File: src/rtl/mh2_pkg.sv
// mh2_pkg: shared constants, types and queue entry layout for the murmur2 hash unit
// no dependencies; used by every module under rtl
`default_nettype none

package mh2_pkg;

  localparam logic [31:0] MIX_MUL     = 32'h5bd1e995;
  localparam int          MIX_SHIFT   = 24;
  localparam int          FIN_SHIFT_A = 13;
  localparam int          FIN_SHIFT_B = 15;
  localparam logic [31:0] SEED_RESET  = 32'd5381;

  // queue depth between front and back, range 2 and up
  localparam int QUEUE_DEPTH = 4;

  localparam int WORD_W   = 32;
  localparam int COUNT_W  = 3;
  localparam int LENGTH_W = 31;
  localparam int TAIL_W   = 24;

  localparam logic [COUNT_W-1:0] FULL_COUNT = 3'd4;

  // how the back end folds an item into the running hash
  typedef enum logic [1:0] {
    KIND_MIX,   // full word, premixed key in k
    KIND_TAIL,  // one to three tail bytes, xor then multiply
    KIND_NONE   // empty tail, hash passes unchanged
  } kind_t;

  typedef enum logic [1:0] {
    ST_RUN,
    ST_FIN_MUL,
    ST_FIN_OUT
  } back_state_t;

  typedef struct packed {
    kind_t              kind;
    logic               first;
    logic               last;
    logic [WORD_W-1:0]  seedx;  // seed xor key length
    logic [WORD_W-1:0]  k;      // word after its own mix
    logic [TAIL_W-1:0]  tail;   // tail bytes, masked by count
  } entry_t;

endpackage

`default_nettype wire

File: src/rtl/mh2_front.sv
// mh2_front: accepts items, classifies them and premixes the key word in two stages
// depends on mh2_pkg; feeds mh2_queue, credit count keeps the queue from overflowing
`default_nettype none

module mh2_front #(
  parameter int QUEUE_DEPTH = mh2_pkg::QUEUE_DEPTH
) (
  input  wire logic                          clk,
  input  wire logic                          rst_n,
  input  wire logic [mh2_pkg::WORD_W-1:0]    seed,
  input  wire logic                          in_valid,
  output logic                               in_ready,
  input  wire logic [mh2_pkg::WORD_W-1:0]    data_word,
  input  wire logic [mh2_pkg::COUNT_W-1:0]   byte_count,
  input  wire logic                          first,
  input  wire logic [mh2_pkg::LENGTH_W-1:0]  total_length,
  input  wire logic                          last,
  input  wire logic                          pop,
  output logic                               push,
  output mh2_pkg::entry_t                    push_entry
);

  localparam int OCC_W = $clog2(QUEUE_DEPTH + 1);

  logic [OCC_W-1:0]           occ_r, occ_nxt;
  logic                       acc;

  logic                       s1_valid_r;
  logic [mh2_pkg::WORD_W-1:0] s1_p_r, s1_p_nxt;
  mh2_pkg::entry_t            s1_e_r, s1_e_nxt;

  logic                       s2_valid_r;
  mh2_pkg::entry_t            s2_e_r, s2_e_nxt;
  logic [mh2_pkg::WORD_W-1:0] s1_xs;

  assign in_ready = (occ_r < OCC_W'(QUEUE_DEPTH));
  assign acc      = in_valid & in_ready;

  // slots held by items in the two stages or in the queue
  always_comb begin
    occ_nxt = occ_r;
    if (acc && !pop) begin
      occ_nxt = occ_r + OCC_W'(1);
    end else if (!acc && pop) begin
      occ_nxt = occ_r - OCC_W'(1);
    end
  end

  // classify item, build the tail bytes and start the word premix
  always_comb begin
    s1_p_nxt       = data_word * mh2_pkg::MIX_MUL;
    s1_e_nxt       = '0;
    s1_e_nxt.first = first;
    s1_e_nxt.last  = last;
    s1_e_nxt.seedx = seed ^ {1'b0, total_length};
    s1_e_nxt.kind  = mh2_pkg::KIND_MIX;
    if (last && (byte_count < mh2_pkg::FULL_COUNT)) begin
      if (byte_count == '0) begin
        s1_e_nxt.kind = mh2_pkg::KIND_NONE;
      end else begin
        s1_e_nxt.kind = mh2_pkg::KIND_TAIL;
      end
    end
    s1_e_nxt.tail[7:0] = data_word[7:0];
    if (byte_count >= 3'd2) begin
      s1_e_nxt.tail[15:8] = data_word[15:8];
    end
    if (byte_count >= 3'd3) begin
      s1_e_nxt.tail[23:16] = data_word[23:16];
    end
  end

  assign s1_xs = s1_p_r ^ (s1_p_r >> mh2_pkg::MIX_SHIFT);

  always_comb begin
    s2_e_nxt   = s1_e_r;
    s2_e_nxt.k = s1_xs * mh2_pkg::MIX_MUL;
  end

  always_ff @(posedge clk) begin
    if (!rst_n) begin
      occ_r      <= '0;
      s1_valid_r <= 1'b0;
      s2_valid_r <= 1'b0;
    end else begin
      occ_r      <= occ_nxt;
      s1_valid_r <= acc;
      s2_valid_r <= s1_valid_r;
    end
  end

  always_ff @(posedge clk) begin
    s1_p_r <= s1_p_nxt;
    s1_e_r <= s1_e_nxt;
    s2_e_r <= s2_e_nxt;
  end

  assign push       = s2_valid_r;
  assign push_entry = s2_e_r;

endmodule

`default_nettype wire

File: src/rtl/mh2_queue.sv
// mh2_queue: small first-in first-out store of classified items between front and back
// depends on mh2_pkg for the entry type; never pushed while full (front holds credits)
`default_nettype none

module mh2_queue #(
  parameter int QUEUE_DEPTH = mh2_pkg::QUEUE_DEPTH
) (
  input  wire logic             clk,
  input  wire logic             rst_n,
  input  wire logic             push,
  input  wire mh2_pkg::entry_t  push_entry,
  input  wire logic             pop,
  output logic                  head_valid,
  output mh2_pkg::entry_t       head_entry
);

  localparam int AW = $clog2(QUEUE_DEPTH);
  localparam int CW = $clog2(QUEUE_DEPTH + 1);

  mh2_pkg::entry_t mem [QUEUE_DEPTH];
  mh2_pkg::entry_t head_entry_r;

  logic [AW-1:0] wr_ptr_r, wr_ptr_nxt;
  logic [AW-1:0] rd_ptr_r, rd_ptr_nxt;
  logic [CW-1:0] count_r, count_nxt;

  always_comb begin
    wr_ptr_nxt = wr_ptr_r;
    rd_ptr_nxt = rd_ptr_r;
    count_nxt  = count_r;
    if (push) begin
      wr_ptr_nxt = (wr_ptr_r == AW'(QUEUE_DEPTH - 1)) ? '0 : wr_ptr_r + AW'(1);
    end
    if (pop) begin
      rd_ptr_nxt = (rd_ptr_r == AW'(QUEUE_DEPTH - 1)) ? '0 : rd_ptr_r + AW'(1);
    end
    if (push && !pop) begin
      count_nxt = count_r + CW'(1);
    end else if (!push && pop) begin
      count_nxt = count_r - CW'(1);
    end
  end

  always_ff @(posedge clk) begin
    if (!rst_n) begin
      wr_ptr_r <= '0;
      rd_ptr_r <= '0;
      count_r  <= '0;
    end else begin
      wr_ptr_r <= wr_ptr_nxt;
      rd_ptr_r <= rd_ptr_nxt;
      count_r  <= count_nxt;
    end
  end

  always_ff @(posedge clk) begin
    if (push) begin
      mem[wr_ptr_r] <= push_entry;
    end
  end

  // head entry registered from the next read slot, bypassed when that slot is being written
  always_ff @(posedge clk) begin
    if (push && (wr_ptr_r == rd_ptr_nxt)) begin
      head_entry_r <= push_entry;
    end else begin
      head_entry_r <= mem[rd_ptr_nxt];
    end
  end

  assign head_valid = (count_r != '0);
  assign head_entry = head_entry_r;

endmodule

`default_nettype wire

File: src/rtl/mh2_back.sv
// mh2_back: folds queued items into the running hash, runs the final mix, holds the result
// depends on mh2_pkg; one multiply on the running hash in ST_RUN, one in ST_FIN_MUL
`default_nettype none

module mh2_back (
  input  wire logic                        clk,
  input  wire logic                        rst_n,
  input  wire logic                        head_valid,
  input  wire mh2_pkg::entry_t             head_entry,
  output logic                             pop,
  output logic                             out_valid,
  input  wire logic                        out_ready,
  output logic [mh2_pkg::WORD_W-1:0]       out_data
);

  mh2_pkg::back_state_t state_r, state_nxt;

  logic [mh2_pkg::WORD_W-1:0] run_r, run_nxt;
  logic [mh2_pkg::WORD_W-1:0] hm_r, hm_nxt;
  logic [mh2_pkg::WORD_W-1:0] fm_r, fm_nxt;
  logic [mh2_pkg::WORD_W-1:0] out_data_r, out_data_nxt;
  logic                       out_valid_r, out_valid_nxt;

  logic [mh2_pkg::WORD_W-1:0] h_cur, mul_in, prod, h_new, fin_xs;
  logic                       out_free;
  logic                       load_fm, load_out;

  assign out_free = !out_valid_r || out_ready;

  // fold one entry into the hash
  always_comb begin
    h_cur  = head_entry.first ? head_entry.seedx : run_r;
    mul_in = h_cur;
    if (head_entry.kind == mh2_pkg::KIND_TAIL) begin
      mul_in = h_cur ^ {8'h00, head_entry.tail};
    end
    prod = mul_in * mh2_pkg::MIX_MUL;
    case (head_entry.kind)
      mh2_pkg::KIND_MIX:  h_new = prod ^ head_entry.k;
      mh2_pkg::KIND_TAIL: h_new = prod;
      mh2_pkg::KIND_NONE: h_new = h_cur;
      default:            h_new = h_cur;
    endcase
  end

  assign fin_xs = hm_r ^ (hm_r >> mh2_pkg::FIN_SHIFT_A);

  // next state
  always_comb begin
    state_nxt = state_r;
    case (state_r)
      mh2_pkg::ST_RUN: begin
        if (head_valid && head_entry.last) begin
          state_nxt = mh2_pkg::ST_FIN_MUL;
        end
      end
      mh2_pkg::ST_FIN_MUL: state_nxt = mh2_pkg::ST_FIN_OUT;
      mh2_pkg::ST_FIN_OUT: begin
        if (out_free) begin
          state_nxt = mh2_pkg::ST_RUN;
        end
      end
      default: state_nxt = mh2_pkg::ST_RUN;
    endcase
  end

  // state outputs
  always_comb begin
    pop      = 1'b0;
    load_fm  = 1'b0;
    load_out = 1'b0;
    case (state_r)
      mh2_pkg::ST_RUN:     pop      = head_valid;
      mh2_pkg::ST_FIN_MUL: load_fm  = 1'b1;
      mh2_pkg::ST_FIN_OUT: load_out = out_free;
      default: begin
        pop = 1'b0;
      end
    endcase
  end

  always_comb begin
    run_nxt       = run_r;
    hm_nxt        = hm_r;
    fm_nxt        = fm_r;
    out_data_nxt  = out_data_r;
    out_valid_nxt = out_valid_r;
    if (pop) begin
      if (head_entry.last) begin
        run_nxt = '0;
        hm_nxt  = h_new;
      end else begin
        run_nxt = h_new;
      end
    end
    if (load_fm) begin
      fm_nxt = fin_xs * mh2_pkg::MIX_MUL;
    end
    if (out_valid_r && out_ready) begin
      out_valid_nxt = 1'b0;
    end
    if (load_out) begin
      out_data_nxt  = fm_r ^ (fm_r >> mh2_pkg::FIN_SHIFT_B);
      out_valid_nxt = 1'b1;
    end
  end

  always_ff @(posedge clk) begin
    if (!rst_n) begin
      state_r     <= mh2_pkg::ST_RUN;
      run_r       <= '0;
      out_valid_r <= 1'b0;
    end else begin
      state_r     <= state_nxt;
      run_r       <= run_nxt;
      out_valid_r <= out_valid_nxt;
    end
  end

  always_ff @(posedge clk) begin
    hm_r       <= hm_nxt;
    fm_r       <= fm_nxt;
    out_data_r <= out_data_nxt;
  end

  assign out_valid = out_valid_r;
  assign out_data  = out_data_r;

endmodule

`default_nettype wire

File: src/rtl/murmur2_hash32_stream_unit.sv
// murmur2_hash32_stream_unit: top level of the streaming 32-bit murmur2 hash
// depends on mh2_pkg, mh2_front, mh2_queue and mh2_back
`default_nettype none

// Streams a key in as little-endian 32-bit words and gives out its 32-bit
// murmur2 hash. The item with tuser set opens a key and carries the key's byte
// length, which is xored with the seed register (cfg port, reset value 5381).
// Every item without tlast mixes its full word into the running hash. The item
// with tlast carries 0 to 4 valid bytes: four (or more, saturating) are mixed as
// a full word, one to three are folded in as the tail, zero adds nothing; the
// final mix follows and one result item comes out. An item without tuser
// continues from the running hash, which is zero after reset and after a key's
// last item. The stated length is trusted and never checked.
// In the back end the single multiply on the running hash folds in each word
// item and sets the pace; the item with tlast is folded, then goes through the
// final multiply and the result load, which waits until the result register
// is free. The front premixes each word in two pipelined multiply stages. A
// queue of QUEUE_DEPTH entries separates front and back; in_tready drops only
// when all of its slots are claimed. Seed writes are taken at any time with
// cfg_ready held high and should land while no key is in flight.

module murmur2_hash32_stream_unit #(
  parameter int QUEUE_DEPTH = mh2_pkg::QUEUE_DEPTH
) (
  input  wire logic        clk,
  input  wire logic        rst_n,

  input  wire logic        in_tvalid,
  output logic             in_tready,
  // [31:0] data_word, [34:32] byte_count, [65:35] total_length, [71:66] zero
  input  wire logic [71:0] in_tdata,
  // [0] first
  input  wire logic [0:0]  in_tuser,
  input  wire logic        in_tlast,

  output logic             out_tvalid,
  input  wire logic        out_tready,
  // [31:0] hash_value
  output logic [31:0]      out_tdata,

  input  wire logic        cfg_valid,
  output logic             cfg_ready,
  input  wire logic [31:0] cfg_data
);

  logic [mh2_pkg::WORD_W-1:0] seed_r, seed_nxt;

  // queue handshake between the two halves
  logic            push;
  mh2_pkg::entry_t push_entry;
  logic            pop;
  logic            head_valid;
  mh2_pkg::entry_t head_entry;

  // seed register, always writable
  assign cfg_ready = 1'b1;
  assign seed_nxt  = (cfg_valid && cfg_ready) ? cfg_data : seed_r;

  always_ff @(posedge clk) begin
    if (!rst_n) begin
      seed_r <= mh2_pkg::SEED_RESET;
    end else begin
      seed_r <= seed_nxt;
    end
  end

  // front: accept, classify, premix word
  mh2_front #(
    .QUEUE_DEPTH (QUEUE_DEPTH)
  ) u_front (
    .clk          (clk),
    .rst_n        (rst_n),
    .seed         (seed_r),
    .in_valid     (in_tvalid),
    .in_ready     (in_tready),
    .data_word    (in_tdata[31:0]),
    .byte_count   (in_tdata[34:32]),
    .first        (in_tuser[0]),
    .total_length (in_tdata[65:35]),
    .last         (in_tlast),
    .pop          (pop),
    .push         (push),
    .push_entry   (push_entry)
  );

  // queue between front and back
  mh2_queue #(
    .QUEUE_DEPTH (QUEUE_DEPTH)
  ) u_queue (
    .clk        (clk),
    .rst_n      (rst_n),
    .push       (push),
    .push_entry (push_entry),
    .pop        (pop),
    .head_valid (head_valid),
    .head_entry (head_entry)
  );

  // back: running hash, final mix, result register
  mh2_back u_back (
    .clk        (clk),
    .rst_n      (rst_n),
    .head_valid (head_valid),
    .head_entry (head_entry),
    .pop        (pop),
    .out_valid  (out_tvalid),
    .out_ready  (out_tready),
    .out_data   (out_tdata)
  );

endmodule

`default_nettype wire

File: config.mk
export PLATFORM = sky130hd
export DESIGN_NAME = murmur2_hash32_stream_unit
export DESIGN_NICKNAME = d
export VERILOG_FILES = /design/src/rtl/mh2_pkg.sv /design/src/rtl/mh2_front.sv /design/src/rtl/mh2_queue.sv /design/src/rtl/mh2_back.sv /design/src/rtl/murmur2_hash32_stream_unit.sv
export SDC_FILE = /design/constraint.sdc
export NUM_CORES = 2
export LEC_CHECK = 0
export ABC_AREA = 1
export BUFFER_PORTS_ARGS = -buffer_cell sky130_fd_sc_hd__buf_2
export CAP_MARGIN = 25
export CORE_MARGIN = 1.5
export CORE_UTILIZATION = 55
export DETAILED_ROUTE_END_ITERATION = 8
export PLACE_DENSITY = 0.78
export SYNTH_ARGS = -nofsm -noshare
export SYNTH_HDL_FRONTEND = slang
export SYNTH_SLANG_ARGS = --single-unit
File: constraint.sdc
create_clock -name clk -period 10.2 [get_ports clk]
set_clock_uncertainty 0.05 [all_clocks]
set_input_delay 0.51 -clock clk [delete_from_list [all_inputs] [get_ports clk]]
set_output_delay 0.51 -clock clk [all_outputs]
set_load 0.02 [all_outputs]
==> results by group <==
Die
  – Die extent in x: 335.5 µm
  – Ports placed on the boundary: 146
  – Die area: 112500 µm²
  – # rows: 121
  – Y dimension of the die: 335.5 µm
  – Starting utilization of the core area: 55.69%
  – Core area: 109200 µm²

Logic synthesis
  – Count of cell types in the netlist: 52
  – Syn_area_per_cell: 10.42 µm²
  – Share of synthesized registers carrying an async set or reset: 0%
  – Portion of synthesized cell area occupied by the leading cell type: 23.58%
  – Number of synthesized register bits: 727
  – Net count of the mapped netlist: 7517
  – Count of flip-flops with a built-in enable after synthesis: 464
  – Gate count after technology mapping: 5831
  – Most used flip-flop cell after synthesis: sky130_fd_sc_hd__edfxtp_1
  – Ranking of synthesized cells by area: sky130_fd_sc_hd__fa_1 24%, sky130_fd_sc_hd__edfxtp_1 23%, sky130_fd_sc_hd__ha_1 18%
  – Post-synth design cell area: 60790 µm²
  – Synthesis warning total: 0
  – Sequential element share of the synthesized area: 31.58%
  – Largest area contributor in the synthesized netlist: sky130_fd_sc_hd__fa_1

Worst setup path
  – Critical Path AT: 9.92 ns
  – Maximum cell stage delay along the critical path: 0.76 ns
  – Startpoint type of the worst setup path: flip-flop
  – CP Max Fanout: 59
  – Path length in cells of the critical path: 34
  – Buffers & Inverters on Critical Path: 6
  – Data required time at the worst endpoint: 10.71 ns
  – Crit path max-delay family: adder cells
  – Library cell appearing most often on the critical path: sky130_fd_sc_hd__fa_1
  – Critical path capture point type: flip-flop
  – Slack of the worst reg-to-reg path: 0.79 ns
  – Category of the critical setup timing path: flip-flop to flip-flop
  – Worst Reg-to-Reg Cells: 34
  – Capture point of the worst reg-to-reg path: u_back.run_r[30]
  – Slowest-stage cell, CP: sky130_fd_sc_hd__dfxtp_4

STA
  – Total Negative Setup Slacks: 0 ns
  – Setup repair after global routing missed its margin: no
  – Final cycle utilization of the critical path: 92.25%
  – Number of slew-limit violations in the final report: 0
  – Maximum achievable frequency: 0.1063 GHz
  – Time the final worst path needs with I/O delays and setup: 9.410 ns
  – Number of failing setup endpoints in the final timing report: 0
  – Worst-case headroom to the max-slew limit: 28.90%
  – Worst-case hold slack: 0.01771 ns
  – Hold violation count in the final report: 0
  – Measured slew at the worst slew-check pin: 1.059 ns

Clock network
  – Clock Sinks: 727
  – Post-CTS setup buffer count: 0
  – Clock root buffer: sky130_fd_sc_hd__clkbuf_16
  – Clock slew at reported path FFs: 0.07 ns
  – Cts-stage hold buffer count: 13
  – CTS tree: done
  – Clock network latency to the later pin of the worst-skew pair: 0.66 ns
  – Resized cells post-CTS: 0
  – Max Buffers Root-to-Sink: 3
  – Number of CTS-inserted buffers: 72
  – H-tree depth reported by CTS: 3

GRT
  – Tot GR Track Use: 26.67%
  – Total congestion overflow after global routing: 0
  – Pin count of the biggest net entering global routing: 115
  – Wire length of the first global-routing pass: 230300 µm
  – Antenna violations before repair: 3
  – Via count of the first global-routing pass: 42.55k

Drt
  – Remaining antenna violation count: 0
  – Total number of vias: 40.04k
  – Iteration-0 DRC Markers: 2978
  – Mean number of vias per cell: 5.316
  – Routed WL per cell: 19.30 µm
  – TritonRoute pass-1 iters: 6
  – WL final: 145300 µm
  – Remaining DRCs: 0

Place
  – Number of input and output port buffers inserted: 138
  – Dpl hpwl: 114400 µm
  – Standard cell area after detailed placement: 63180 µm²
  – Weighted congestion reported at the end of routability-driven placement: 1.007

Layout
  – Area growth syn-to-layout: 8.258%
  – Fraction of final layout cells with drive strength greater than 1: 5.815%
  – NumNets Final: 7679
  – Final non-filler cell area: 65810 µm²
  – Final core utilization: 60.29%

Outcome
  – Result of the run: completed

Min path
  – Hold Path Depth: 2
  – Startpoint of the lowest-slack hold path: in_tdata[40]
  – HP Class: input pin to flip-flop
  – Hold Path End: u_front.s1_e_r[61]

Job
  – Max-cap viol count: 0
-- kinds of logic after synthesis --
kind of cell,count (synthesis),synth area share (%)
adders and majority gates,1575,41.26
buffers and inverters,1575,9.962
and+or+nand+nor,1006,6.642
AOI/OAI and AO/OA,580,5.140
other,1,0.006169
xor gates and xnor gates,367,5.405
DFF,727,31.58
-- placed cells by master, fill, tap and decap left out, drive strengths merged, types with 13 or more instances in the layout --
master / synthesis / layout
buf: 55 / 175
nand2: 496 / 496
a31oi: 19 / 19
inv: 1475 / 1481
clkinv: 0 / 21
nor2: 399 / 399
dfxtp: 263 / 263
o21ai: 264 / 264
clkbuf: 45 / 102
edfxtp: 464 / 464
a21oi: 206 / 206
xnor2: 158 / 158
xor2: 209 / 209
dlygate4sd3: 0 / 13
fa: 716 / 716
o22ai: 51 / 51
nand3: 69 / 69
ha: 859 / 859
-- synthesized netlist by cell type (all sizes together), types with 2 or more instances --
cell	number
nand2	496
a221oi	3
nand3b	4
nor3	11
dfxtp	263
clkbuf	45
nor2	399
a31oi	19
or2	10
o22ai	51
edfxtp	464
a21boi	4
inv	1475
o21a	6
a21o	9
xor2	209
xnor2	158
a21oi	206
buf	55
o21ai	264
o31ai	2
nand3	69
a211oi	2
o21bai	9
nand4	12
nor4	4
ha	859
fa	716
-- routing by layer --
layer  vias to the layer above  track usage, %  wire length (µm)
li1                      18491               -                 -
met1                     19789           34.57             59730
met2                      1385           44.50             69010
met3                       368           4.655             10070
met4                         2           10.57              6512
met5                         -               0                 8
-- registers in the layout, summed over array words and instances (netlist names), 3 cells and up, named ones only --
signal and count:
u_queue.mem 368, u_front.push_entry 92, u_front.s1_e_r 58, seed_r 32, u_back.fm_r 32, u_back.hm_r 32, u_back.out_data 32, u_back.run_r 32
u_front.s1_p_r 32, u_front.occ_r 3, u_queue.count_r 3
-- how the worst max path moves through the flow --
stage                   start                to  slack (ns)
global route        flip-flop  u_back.run_r[29]        0.28
CTS                 flip-flop  u_back.run_r[30]        0.85
global placement    flip-flop   u_back.hm_r[29]        1.10
detailed placement  flip-flop  u_back.run_r[30]        0.96
floorplan           flip-flop  u_back.run_r[30]        2.26
finish              flip-flop  u_back.run_r[30]        0.79
-- cell type report --
cell class	instances	area, µm²
Fill cell	8605	43350
Multi-Input combinational cell	3529	35560
Sequential cell	727	19200
Inverter	1475	5552
Clock buffer	102	2051
Tap cell	1476	1847
Timing Repair Buffer	188	1156
Clock inverter	32	429.2
Antenna cell	2	5.005
-- worst register-to-register path, delay by kind of cell, from the launching register on --
family	cells	cell delay [ns]
XOR/XNOR	2	0.83
AO/OA/AOI/OAI	4	0.84
flip-flops	1	0.76
adder cells (fa/ha/maj)	9	4.11
buffers and inverters	6	1.00
AND/OR/NAND/NOR	13	1.73
-- through the flow --
step | worst slack, ns | instances
after floorplan | 2.263 | 5831
after global placement | 1.105 | 7380
after detailed placement | 0.9596 | 7381
after CTS | 0.8514 | 7528
after global routing | 0.2811 | 7531
final | 0.7904 | 7531
Power is not shown: default switching activity piles up to over one toggle a cycle in this logic, so the estimate is an artifact.
